[src/hdl/tccw_pkg.sv]
// Shared constants, codes and word types of the text console cell writer.
package tccw_pkg;

   // Screen geometry and tab spacing
   localparam int COLUMNS  = 80;
   localparam int ROWS     = 25;
   localparam int TAB_STOP = 8;
   localparam int CELLS    = ROWS * COLUMNS;

   // Field widths of the words on the ports
   localparam int CELL_W = 11;
   localparam int CHAR_W = 8;
   localparam int ATTR_W = 8;

   // Internal widths that follow from the geometry
   localparam int CELL_AW   = $clog2(CELLS);
   localparam int ROW_W     = $clog2(ROWS);
   localparam int COL_W     = $clog2(COLUMNS);
   localparam int PHASE_W   = $clog2(TAB_STOP);
   localparam int TAB_CNT_W = $clog2(TAB_STOP + 1);

   // Character codes with special handling, and the blank cell
   localparam logic [CHAR_W-1:0] CHAR_BACKSPACE = 8'd8;
   localparam logic [CHAR_W-1:0] CHAR_TAB       = 8'd9;
   localparam logic [CHAR_W-1:0] CHAR_NEWLINE   = 8'd10;
   localparam logic [CHAR_W-1:0] CHAR_BLANK     = 8'd32;
   localparam logic [ATTR_W-1:0] RESET_ATTR     = 8'd7;

   // Operation kinds decided by the front
   localparam int OP_KIND_W = 3;
   localparam logic [OP_KIND_W-1:0] OP_READ      = 3'd0;
   localparam logic [OP_KIND_W-1:0] OP_PLAIN     = 3'd1;
   localparam logic [OP_KIND_W-1:0] OP_NEWLINE   = 3'd2;
   localparam logic [OP_KIND_W-1:0] OP_TAB       = 3'd3;
   localparam logic [OP_KIND_W-1:0] OP_BACKSPACE = 3'd4;

   // Queue depths
   localparam int OPQ_DEPTH  = 2;
   localparam int RSPQ_DEPTH = 2;

   // Command words
   localparam logic CMD_PUT  = 1'b0;
   localparam logic CMD_READ = 1'b1;

   typedef struct packed {
      logic              command;
      logic [CHAR_W-1:0] char_code;
      logic [CELL_W-1:0] cell_index;
   } req_type;

   typedef struct packed {
      logic [CELL_W-1:0] cursor_cell;
      logic [CHAR_W-1:0] read_char;
      logic [ATTR_W-1:0] read_attr;
   } rsp_type;

   typedef struct packed {
      logic [OP_KIND_W-1:0] kind;
      logic [CHAR_W-1:0]    char_code;
      logic [CELL_W-1:0]    cell_index;
   } op_type;

   typedef struct packed {
      logic   valid;
      op_type op;
   } opq_type;

   typedef struct packed {
      logic clearing;
   } back_status_type;

endpackage

[src/hdl/tccw_front.sv]
// Input side: accept request words, classify them and queue them for the back.
module tccw_front import tccw_pkg::*; (
   input  logic            clock,
   input  logic            reset,
   input  logic            req_push,
   output logic            req_full,
   input  req_type         req_word,
   input  back_status_type status,
   input  logic            op_pop,
   output opq_type         opq
);

   localparam int PTR_W = $clog2(OPQ_DEPTH);
   localparam int CNT_W = $clog2(OPQ_DEPTH + 1);

   op_type           entry_ff [OPQ_DEPTH];
   logic [PTR_W-1:0] wr_ptr_ff, wr_ptr_in;
   logic [PTR_W-1:0] rd_ptr_ff, rd_ptr_in;
   logic [CNT_W-1:0] count_ff, count_in;
   logic             accept;
   logic             take;
   op_type           op_new;

   // Classify the incoming word
   always_comb begin
      op_new.char_code  = req_word.char_code;
      op_new.cell_index = req_word.cell_index;
      if (req_word.command == CMD_READ) begin
         op_new.kind = OP_READ;
      end else begin
         case (req_word.char_code)
            CHAR_NEWLINE:   op_new.kind = OP_NEWLINE;
            CHAR_TAB:       op_new.kind = OP_TAB;
            CHAR_BACKSPACE: op_new.kind = OP_BACKSPACE;
            default:        op_new.kind = OP_PLAIN;
         endcase
      end
   end

   // Hold off words while the queue is full or the screen is being cleared
   assign req_full = (count_ff == CNT_W'(OPQ_DEPTH)) || status.clearing;
   assign accept   = req_push && !req_full;
   assign take     = op_pop && (count_ff != '0);

   assign opq.valid = (count_ff != '0);
   assign opq.op    = entry_ff[rd_ptr_ff];

   // Advance pointers and count
   always_comb begin
      wr_ptr_in = wr_ptr_ff;
      rd_ptr_in = rd_ptr_ff;
      count_in  = count_ff;
      if (accept) begin
         wr_ptr_in = (wr_ptr_ff == PTR_W'(OPQ_DEPTH - 1)) ? '0 : PTR_W'(wr_ptr_ff + 1'b1);
      end
      if (take) begin
         rd_ptr_in = (rd_ptr_ff == PTR_W'(OPQ_DEPTH - 1)) ? '0 : PTR_W'(rd_ptr_ff + 1'b1);
      end
      if (accept && !take) begin
         count_in = CNT_W'(count_ff + 1'b1);
      end else if (take && !accept) begin
         count_in = CNT_W'(count_ff - 1'b1);
      end
   end

   always_ff @(posedge clock) begin
      if (reset) begin
         wr_ptr_ff <= '0;
         rd_ptr_ff <= '0;
         count_ff  <= '0;
      end else begin
         wr_ptr_ff <= wr_ptr_in;
         rd_ptr_ff <= rd_ptr_in;
         count_ff  <= count_in;
      end
   end

   // Store the classified word
   always_ff @(posedge clock) begin
      if (accept) begin
         entry_ff[wr_ptr_ff] <= op_new;
      end
   end

   a_count_bound: assert property (@(posedge clock) disable iff (reset)
      count_ff <= CNT_W'(OPQ_DEPTH))
      else $error("operation queue count above depth");

   a_count_grows: assert property (@(posedge clock) disable iff (reset)
      (accept && !take) |=> (count_ff == CNT_W'($past(count_ff) + 1'b1)))
      else $error("operation queue lost an accepted word");

endmodule

[config.mk]
export PLATFORM = sky130hd
export DESIGN_NAME = tccw_front
export DESIGN_NICKNAME = d
export VERILOG_FILES = /design/src/hdl/tccw_pkg.sv /design/src/hdl/tccw_front.sv
export SDC_FILE = /design/constraint.sdc
export NUM_CORES = 1
export LEC_CHECK = 0
export BUFFER_PORTS_ARGS = -buffer_cell sky130_fd_sc_hd__buf_2
export CAP_MARGIN = 20
export CORE_MARGIN = 1.5
export CORE_UTILIZATION = 54
export CTS_BUF_LIST = sky130_fd_sc_hd__clkbuf_8
export CTS_CLUSTER_DIAMETER = 150
export CTS_CLUSTER_SIZE = 40
export DETAILED_ROUTE_END_ITERATION = 16
export GPL_TIMING_DRIVEN = 0
export PLACE_DENSITY = 0.82
export SYNTH_ARGS = -nofsm -noshare
export SYNTH_HDL_FRONTEND = slang
export SYNTH_SLANG_ARGS = --single-unit
[constraint.sdc]
create_clock -name clock -period 3.15 [get_ports clock]
set_input_delay 0.63 -clock clock [delete_from_list [all_inputs] [get_ports clock]]
set_output_delay 0.63 -clock clock [all_outputs]
set_load 0.03 [all_outputs]
==> metrics.cfg <==
[drt]
drt_pre_antenna_iters=4
via_count=1030
post_drt_via_cell_ratio=5.02
final_antenna_net_count=0
met1_length_um=1100
wl_met2_um=1500
dr.max_layer_used=met4
routed-wl-met3_um=206
post_drt_wl_per_cell_um=13.9
drc=0
routed_wl_um=2850
drt_iter0_drc=33

[cts]
hold_buffers=0
cts_tree=built
postCtsSetupBuffers=0
cts_num_sinks=49
clock_path_buffers=2
clock_latency_ns=0.30
htreeDepth=2
worst_setup_hold_path_clk_slew_ns=0.08
postCtsResizedCells=0
cts_made_buffers=5
cts-root-buf=clkbuf_8

[synth]
syn_area_per_cell_um2=18.1
synth.cell_area_um2=1870
synth.most_common_cell=edfxtp_1
synth-seq-cells=49
synth_area_leaders=edfxtp_1 (71%), mux2_2 (13%), dfxtp_1 (5.4%)
yosysSeqAreaShare_pct=76.1
synth_top_cell_by_area=edfxtp_1
yosys_warnings=0
synth_cells=103
synth_edf_count=44
yosys-top-cells-count=edfxtp_1 (44), mux2_2 (22), dfxtp_1 (5), nor2_1 (5)
synth.net_count=129
ys_types=21
synth_ff_type=edfxtp_1
async_reset_ff_share_pct=0
synth_top_area_share_pct=70.8

[setup_path]
slowest_stage=dfxtp_1
arrival_ns=1.50
cp-start-kind=flop
cp_max_fo=10
reg2reg_to=entry_ff[1][18]
crit_path_max_incr_delay_ns=0.39
reg2reg_depth=2
timing.rr.start=count_ff[0]
worstPathCellList=buf_2, mux2_2, buf_2
cp.required_ns=2.52
regToRegSetupSlack_ns=1.33
end_kind=primary output
path_common_cell=buf_2
critPathKind=reg2out
crit_path_end=opq[15]

[sta]
finalSetupViolCount=0
maxSlewViolCount=0
final-hold-violation-count=0
worst_slew_pin_slew_ns=1.02
fin_crit_sh_pct=67.6
fin_crit_ns=2.13
timing.setup.tns_ns=0
fmax_ghz=0.469
rsz0062_at_grt=false
slew_headroom_pct=31.9
finalClockSkew_ns=0.00371

[global_route]
antenna_found_initial=0
grt_pass1_wl_um=4150
grt_remaining_overflow=0
grt_max_degree=23
grt_pass1_vias=970
groute.usage.overall_pct=16.2

[cells_and_area]
fin_util_pct=68.5
nets=185
nFillCells=253
flow.area_growth_from_synthesis_pct=22.5
drive_gt1_share_pct=52.2
diodes=0

[power_and_ir_drop]
p_per_area_nw_per_um2=783
p_seq_share_pct=45.4
internal-power_mw=1.22
p_leak_nw=0.857
p_switching_mw=0.567
combPwrFrac_pct=31.4
ir_drop_mv=0.626
p_clk_share_pct=23.2
swShare_pct=31.6

[outcome]
status=finished, final reports clean

[placed_design]
gp_congestion=0.661
dp_hpwl_um=2030
io_buffers=48

[hold_path]
hold_path_class=in2reg

[floorplanning]
die-area_um2=3820
rows=21
coreArea_um2=3340
io_pins=49
initial_utilization_pct=55.9
die_x_um=61.8
die-height_um=61.8

[flow_run]
drv_cap=0

flip-flops by register name, indices dropped and copies added (netlist names), named ones only:
signal     flops
entry_ff      44
count_ff       2
rd_ptr_ff      1
wr_ptr_ff      1
placed cells by master, fill, tap and decap left out:
cell type / count
nor3_1: 2
buf_8: 1
nand2_1: 1
or2_2: 1
edfxtp_1: 44
nand2b_1: 3
xnor2_1: 1
and3_1: 1
bufinv_16: 1
xor2_1: 3
and2_1: 1
buf_2: 50
mux2_2: 22
clkinv_2: 1
nor2b_1: 1
a21oi_1: 2
ha_1: 1
nor2b_2: 1
dfxtp_1: 5
nor4b_2: 1
nand3_1: 1
nor2_1: 5
nor4_1: 1
o21ai_0: 3
clkbuf_8: 5
or3_1: 1
routing by layer:
layer | GRT usage, % | vias to the layer above
met4 | 8.21 | 0
met3 | 7.87 | 5
met5 | 0 | -
li1 | - | 501
met2 | 27.4 | 31
met1 | 16.8 | 493
per-stage QoR:
stage	setup slack [ns]	cell area, um2	power [mW]	instances	hold WS [ns]
global route	0.926	2290	1.87	205	0.509
finish	1.02	2290	1.79	205	0.517
CTS	0.992	2290	1.81	205	0.507
detailed placement	0.948	2180	1.39	198	0.507
floorplan	0.757	1870	1.24	103	0.471
global placement	0.183	2160	1.37	197	0.484
cells by family (layout without fill, tap and decap cells):
group / count (synthesis) / count (layout) / share of synthesized area (%)
and+or+nand+nor: 20 / 20 / 6.17
xor gates and xnor gates: 4 / 4 / 1.88
AOI/OAI and AO/OA: 5 / 5 / 1.34
DFF: 49 / 49 / 76.1
buffers and inverters: 2 / 58 / 0.536
adders and majority gates: 1 / 1 / 0.670
muxes: 22 / 22 / 13.3
layout make-up:
class | count | area [um2] | share of cell area (%)
Multi-Input combinational cell | 52 | 438 | 19.2
Sequential cell | 49 | 1420 | 62.2
Timing Repair Buffer | 49 | 255 | 11.2
Buffer | 2 | 10.0 | 0.438
Tap cell | 46 | 57.6 | 2.52
Clock inverter | 2 | 35.0 | 1.53
Clock buffer | 5 | 68.8 | 3.01
critical path: cells and delay by family, from the launching register on:
| family | cells | cell delay (ns) |
|---|---|---|
| buf+inv | 2 | 0.45 |
| flops | 1 | 0.39 |
| mux | 1 | 0.37 |
power groups by stage:
stage | logic [mW] | registers, mW | clock network, mW
after global placement | 0.547 | 0.823 | 0
final | 0.561 | 0.813 | 0.415
after global routing | 0.607 | 0.821 | 0.443
after floorplan | 0.423 | 0.818 | 0
after detailed placement | 0.566 | 0.828 | 0
after CTS | 0.569 | 0.814 | 0.426
how the worst min path moves through the flow:
| stage | startpoint | to | slack (ns) | cells after the start |
|---|---|---|---|---|
| after floorplan | count_ff[1] | count_ff[1] | 0.47 | 2 |
| after global placement | wr_ptr_ff | wr_ptr_ff | 0.48 | 2 |
| after detailed placement | rd_ptr_ff | flop | 0.51 | 2 |
| after CTS | req_word[10] | entry_ff[1][10] | 0.51 | 1 |
| after global routing | req_word[1] | entry_ff[1][1] | 0.51 | 1 |
| final | req_word[10] | entry_ff[1][10] | 0.52 | 1 |
Power figures use the tool's default switching activity.
