### src/hdl/tccw_pkg.sv
// Shared constants, codes and word types of the text console cell writer.
package tccw_pkg;

   // Screen geometry and tab spacing
   localparam int COLUMNS  = 80;
   localparam int ROWS     = 25;
   localparam int TAB_STOP = 8;
   localparam int CELLS    = ROWS * COLUMNS;

   // Field widths of the words on the ports
   localparam int CELL_W = 11;
   localparam int CHAR_W = 8;
   localparam int ATTR_W = 8;

   // Internal widths that follow from the geometry
   localparam int CELL_AW   = $clog2(CELLS);
   localparam int ROW_W     = $clog2(ROWS);
   localparam int COL_W     = $clog2(COLUMNS);
   localparam int PHASE_W   = $clog2(TAB_STOP);
   localparam int TAB_CNT_W = $clog2(TAB_STOP + 1);

   // Character codes with special handling, and the blank cell
   localparam logic [CHAR_W-1:0] CHAR_BACKSPACE = 8'd8;
   localparam logic [CHAR_W-1:0] CHAR_TAB       = 8'd9;
   localparam logic [CHAR_W-1:0] CHAR_NEWLINE   = 8'd10;
   localparam logic [CHAR_W-1:0] CHAR_BLANK     = 8'd32;
   localparam logic [ATTR_W-1:0] RESET_ATTR     = 8'd7;

   // Operation kinds decided by the front
   localparam int OP_KIND_W = 3;
   localparam logic [OP_KIND_W-1:0] OP_READ      = 3'd0;
   localparam logic [OP_KIND_W-1:0] OP_PLAIN     = 3'd1;
   localparam logic [OP_KIND_W-1:0] OP_NEWLINE   = 3'd2;
   localparam logic [OP_KIND_W-1:0] OP_TAB       = 3'd3;
   localparam logic [OP_KIND_W-1:0] OP_BACKSPACE = 3'd4;

   // Queue depths
   localparam int OPQ_DEPTH  = 2;
   localparam int RSPQ_DEPTH = 2;

   // Command words
   localparam logic CMD_PUT  = 1'b0;
   localparam logic CMD_READ = 1'b1;

   typedef struct packed {
      logic              command;
      logic [CHAR_W-1:0] char_code;
      logic [CELL_W-1:0] cell_index;
   } req_type;

   typedef struct packed {
      logic [CELL_W-1:0] cursor_cell;
      logic [CHAR_W-1:0] read_char;
      logic [ATTR_W-1:0] read_attr;
   } rsp_type;

   typedef struct packed {
      logic [OP_KIND_W-1:0] kind;
      logic [CHAR_W-1:0]    char_code;
      logic [CELL_W-1:0]    cell_index;
   } op_type;

   typedef struct packed {
      logic   valid;
      op_type op;
   } opq_type;

   typedef struct packed {
      logic clearing;
   } back_status_type;

endpackage

### src/hdl/tccw_rsp_queue.sv
// Result queue between the back and the result port.
module tccw_rsp_queue import tccw_pkg::*; (
   input  logic    clock,
   input  logic    reset,
   input  logic    push,
   input  rsp_type push_word,
   output logic    full,
   output logic    rsp_empty,
   input  logic    rsp_pop,
   output rsp_type rsp_word
);

   localparam int PTR_W = $clog2(RSPQ_DEPTH);
   localparam int CNT_W = $clog2(RSPQ_DEPTH + 1);

   rsp_type          entry_ff [RSPQ_DEPTH];
   logic [PTR_W-1:0] wr_ptr_ff, wr_ptr_in;
   logic [PTR_W-1:0] rd_ptr_ff, rd_ptr_in;
   logic [CNT_W-1:0] count_ff, count_in;
   logic             put;
   logic             take;

   assign full      = (count_ff == CNT_W'(RSPQ_DEPTH));
   assign rsp_empty = (count_ff == '0);
   assign put       = push && !full;
   assign take      = rsp_pop && !rsp_empty;
   assign rsp_word  = entry_ff[rd_ptr_ff];

   // Advance pointers and count
   always_comb begin
      wr_ptr_in = wr_ptr_ff;
      rd_ptr_in = rd_ptr_ff;
      count_in  = count_ff;
      if (put) begin
         wr_ptr_in = (wr_ptr_ff == PTR_W'(RSPQ_DEPTH - 1)) ? '0 : PTR_W'(wr_ptr_ff + 1'b1);
      end
      if (take) begin
         rd_ptr_in = (rd_ptr_ff == PTR_W'(RSPQ_DEPTH - 1)) ? '0 : PTR_W'(rd_ptr_ff + 1'b1);
      end
      if (put && !take) begin
         count_in = CNT_W'(count_ff + 1'b1);
      end else if (take && !put) begin
         count_in = CNT_W'(count_ff - 1'b1);
      end
   end

   always_ff @(posedge clock) begin
      if (reset) begin
         wr_ptr_ff <= '0;
         rd_ptr_ff <= '0;
         count_ff  <= '0;
      end else begin
         wr_ptr_ff <= wr_ptr_in;
         rd_ptr_ff <= rd_ptr_in;
         count_ff  <= count_in;
      end
   end

   // Store the result word
   always_ff @(posedge clock) begin
      if (put) begin
         entry_ff[wr_ptr_ff] <= push_word;
      end
   end

endmodule

### config.mk
export PLATFORM = sky130hd
export DESIGN_NAME = tccw_rsp_queue
export DESIGN_NICKNAME = d
export VERILOG_FILES = /design/src/hdl/tccw_pkg.sv /design/src/hdl/tccw_rsp_queue.sv
export SDC_FILE = /design/constraint.sdc
export NUM_CORES = 1
export LEC_CHECK = 0
export BUFFER_PORTS_ARGS = -buffer_cell sky130_fd_sc_hd__clkbuf_2
export CAP_MARGIN = 20
export CORE_ASPECT_RATIO = 1.5
export CORE_UTILIZATION = 45
export DETAILED_ROUTE_END_ITERATION = 7
export GPL_ROUTABILITY_DRIVEN = 1
export HOLD_SLACK_MARGIN = 0.05
export PLACE_DENSITY_LB_ADDON = 0.05
export SLEW_MARGIN = 30
export SYNTH_ARGS = -nofsm -noshare
export SYNTH_HDL_FRONTEND = slang
export SYNTH_SLANG_ARGS = --single-unit
export TNS_END_PERCENT = 50
### constraint.sdc
create_clock -name clock -period 1.8 [get_ports clock]
set_clock_uncertainty 0.1 [all_clocks]
set_input_delay 0.27 -clock clock [delete_from_list [all_inputs] [get_ports clock]]
set_output_delay 0.27 -clock clock [all_outputs]
set_load 0.01 [all_outputs]
==> flow_metrics.py <==
metrics = {
    "detailed_routing": {
        "route.antenna.remaining_nets": 0,
        "detail_route.vias_per_cell": 4.64,
        "route.final.wire_length_mm": 3.56,
        "drtPass1Iterations": 4,
        "initialDrtViolationCount": 31,
        "drcViolationCount": 0,
        "average_wire_per_cell_in_the_routed_design_um": 12.9,
        "via_count": 1281,
    },
    "synthesis": {
        "yosysSeqAreaShare_pct": 79.6,
        "synth.net_count": 141,
        "syn-cell-area_um2": 2160,
        "synth_top_area_share_pct": 75.0,
        "synthDistinctLibCells": 14,
        "synthesis.yosys.warnings": 0,
        "post_synth_inst_count": 109,
        "synth.largest_area_cell": "sky130_fd_sc_hd__edfxtp_1",
        "synth_area_leaders": "sky130_fd_sc_hd__edfxtp_1, sky130_fd_sc_hd__mux2_2, sky130_fd_sc_hd__dfxtp_1",
        "yosys_register_bits": 59,
        "synth_area_per_cell_um2": 19.8,
    },
    "placed_design": {
        "gp_congestion": 0.686,
        "placement.io_buffers": 59,
        "place_hpwl_mm": 2.39,
        "dpl-instance-area_um2": 2570,
        "pre_cts_slack_ps": 115,
    },
    "cts": {
        "tritoncts_num_sinks": 59,
        "tritoncts": "done",
        "clk-insertion-delay-late_ps": 320,
        "cts_repair_resizes": 0,
        "clk_transition_reported_paths_ps": 60,
        "clk_path_buf_depth": 2,
        "cts-buffers-inserted": 9,
        "cts_setup_buffers": 0,
        "cts-htree-levels": 3,
        "root_buffer": "sky130_fd_sc_hd__clkbuf_8",
    },
    "timing": {
        "timing.final.ws_setup_ps": 64.1,
        "achievable-frequency_mhz": 576,
        "finalCriticalPeriod_ps": 1740,
        "holdWs_ps": 70.2,
        "totalNegativeSetupSlack_ps": 0,
        "worstMarginPinSlew_ps": 277,
        "fin_crit_sh_pct": 96.4,
        "report.final.slew_viol_count": 0,
        "rsz0062_at_grt": "true",
        "maxSlewHeadroom_pct": 81.4,
        "timing.final.setup_violations": 0,
        "timing.final.hold_violations": 0,
    },
    "worst_setup_path": {
        "critPathCapture": "rsp_word[26]",
        "arrival_ps": 1370,
        "critPathKind": "flip-flop to primary output",
        "crit-reg2reg-capture": "count_ff[1]$_SDFFE_PP0P_",
        "reg2reg_slack_ps": 90,
        "crit_fanout": 14,
        "cp_slowest_cell": "sky130_fd_sc_hd__mux2_2",
        "crit_path_cell_trace": "buf_4, mux2_2, clkbuf_2",
        "worst_case_reg_to_reg_path_depth": 5,
        "critical_path.n_buffers_inverters": 2,
        "timing.critical_path.depth": 3,
        "cp-end-kind": "primary output",
        "critical_path.top_delay_family": "multiplexers",
        "slowest_delay_ps": 370,
        "timing.rr.start": "count_ff[1]$_SDFFE_PP0P_",
        "critPathRequiredTime_ps": 1430,
        "critPathLaunchType": "flip-flop",
    },
    "grt": {
        "globalRouteTotalUtil_pct": 15.4,
        "grt_pass1_wl_mm": 5.38,
        "antenna_violations_before_repair": 0,
        "vias_in_the_first_global_route": 1308,
        "grt_max_degree": 28,
        "grt.overflow.total": 0,
    },
    "floorplan": {
        "area_of_the_core_um2": 4580,
        "initial_utilization_pct": 47.2,
        "fp.dieH_um": 86.9,
        "pin_count": 60,
        "placement_rows": 30,
        "die_x_um": 58.6,
        "die_area_um2": 5090,
    },
    "finish": {
        "layout-drive-gt1-share_pct": 49.1,
        "final_design_area_no_fill_um2": 2990,
        "mostFrequentLayoutCells": "sky130_fd_sc_hd__clkbuf_2, sky130_fd_sc_hd__edfxtp_1, sky130_fd_sc_hd__mux2_2, sky130_fd_sc_hd__dlygate4sd3_1, sky130_fd_sc_hd__clkbuf_8",
        "sequential_cell_area_um2": 1720,
        "antennaDiodeCount": 0,
        "postLayoutCoreUtil_pct": 65.3,
        "area_taken_by_multi_input_logic_gates_um2": 414,
        "layout.cells.most_common": "sky130_fd_sc_hd__clkbuf_2",
        "fill_cells": 385,
        "nets": 240,
        "syn2layout_area_growth_pct": 38.3,
    },
    "power_and_ir_drop": {
        "leak_pwr_nw": 1.16,
        "peakVddDrop_mv": 0.743,
        "power.density_cell_area_nw_per_um2": 1260,
    },
    "hold_path": {
        "min_path_type": "input port to flip-flop",
    },
    "run_status": {
        "run_status": "finished clean",
    },
    "flow_run": {
        "maxCapViolCount": 0,
    },
}
[worst min-delay path by stage]
stage / startpoint / end / slack [ps] / depth (start not counted)
final: reset / wr_ptr_ff$_SDFFE_PP0P_ / 70 / 2
after global routing: reset / count_ff[0]$_SDFFE_PP0P_ / 70 / 2
after CTS: reset / wr_ptr_ff$_SDFFE_PP0P_ / 60 / 2
after detailed placement: push_word[8] / entry_ff[0][8]$_DFFE_PP_ / 360 / 1
after global placement: push_word[10] / entry_ff[0][10]$_DFFE_PP_ / 360 / 1
after floorplan: reset / count_ff[1]$_SDFFE_PP0P_ / 240 / 1
[worst register-to-register path, cell delays in order (launching register included)]
cell and delay [ps]:
sky130_fd_sc_hd__dfxtp_1 380, sky130_fd_sc_hd__nor2b_2 220, sky130_fd_sc_hd__nor2_1 80, sky130_fd_sc_hd__ha_1 340
sky130_fd_sc_hd__or3_1 360, sky130_fd_sc_hd__a21oi_1 160
[metrics by stage]
stage	std cells	total power (W)
after global placement	234	0.00281
after detailed placement	234	0.00285
after CTS	276	0.00382
after floorplan	109	0.00246
after global routing	276	0.00396
final	276	0.00377
[power by group]
part,switching [W],internal [W],leakage (nW)
clock network,0.000445,0.000471,0.0784
registers,0.0000644,0.00173,0.546
logic,0.000532,0.000525,0.539
total,0.00104,0.00272,1.16
[timing repair]
action | 4_1_cts | 5_1_grt
hold endpoints to repair | 54 | 0
endpoints found under the setup margin | 0 | 16
hold buffers | 27 | 0
[kinds of logic after synthesis]
group,count (synthesis),share of synthesized area [%]
AOI/OAI and AO/OA,5,1.16
xor gates and xnor gates,3,1.21
buffers and inverters,5,1.27
and+or+nand+nor,9,2.14
DFF,59,79.6
muxes,27,14.1
adders and majority gates,1,0.578
[registers in the layout (all words and copies together), names as in the netlist, named ones only]
signal,flops
count_ff,2
rd_ptr_ff,1
wr_ptr_ff,1
entry_ff,54
[area by class of cell]
type                            count  area share [%]
Multi-Input combinational cell     45            13.8
Timing Repair Buffer               91            20.6
Clock buffer                       10            4.27
Sequential cell                    59            57.5
Inverter                            2           0.376
Tap cell                           64            2.68
Clock inverter                      5           0.711
[metal layers]
metal  share of wire, %  track usage (%)
met1                 37             13.6
met2                 56             28.1
met3                4.0             3.86
met4                3.1             12.6
met5                  0                0
[synthesized netlist by cell type (all sizes together)]
cell / count
a21oi: 2
and2: 1
buf: 3
dfxtp: 5
edfxtp: 54
ha: 1
inv: 2
mux2: 27
nor2: 5
nor2b: 1
o21ai: 3
or3: 2
xor2: 3
Note: power is estimated with default switching activity, not from simulation.
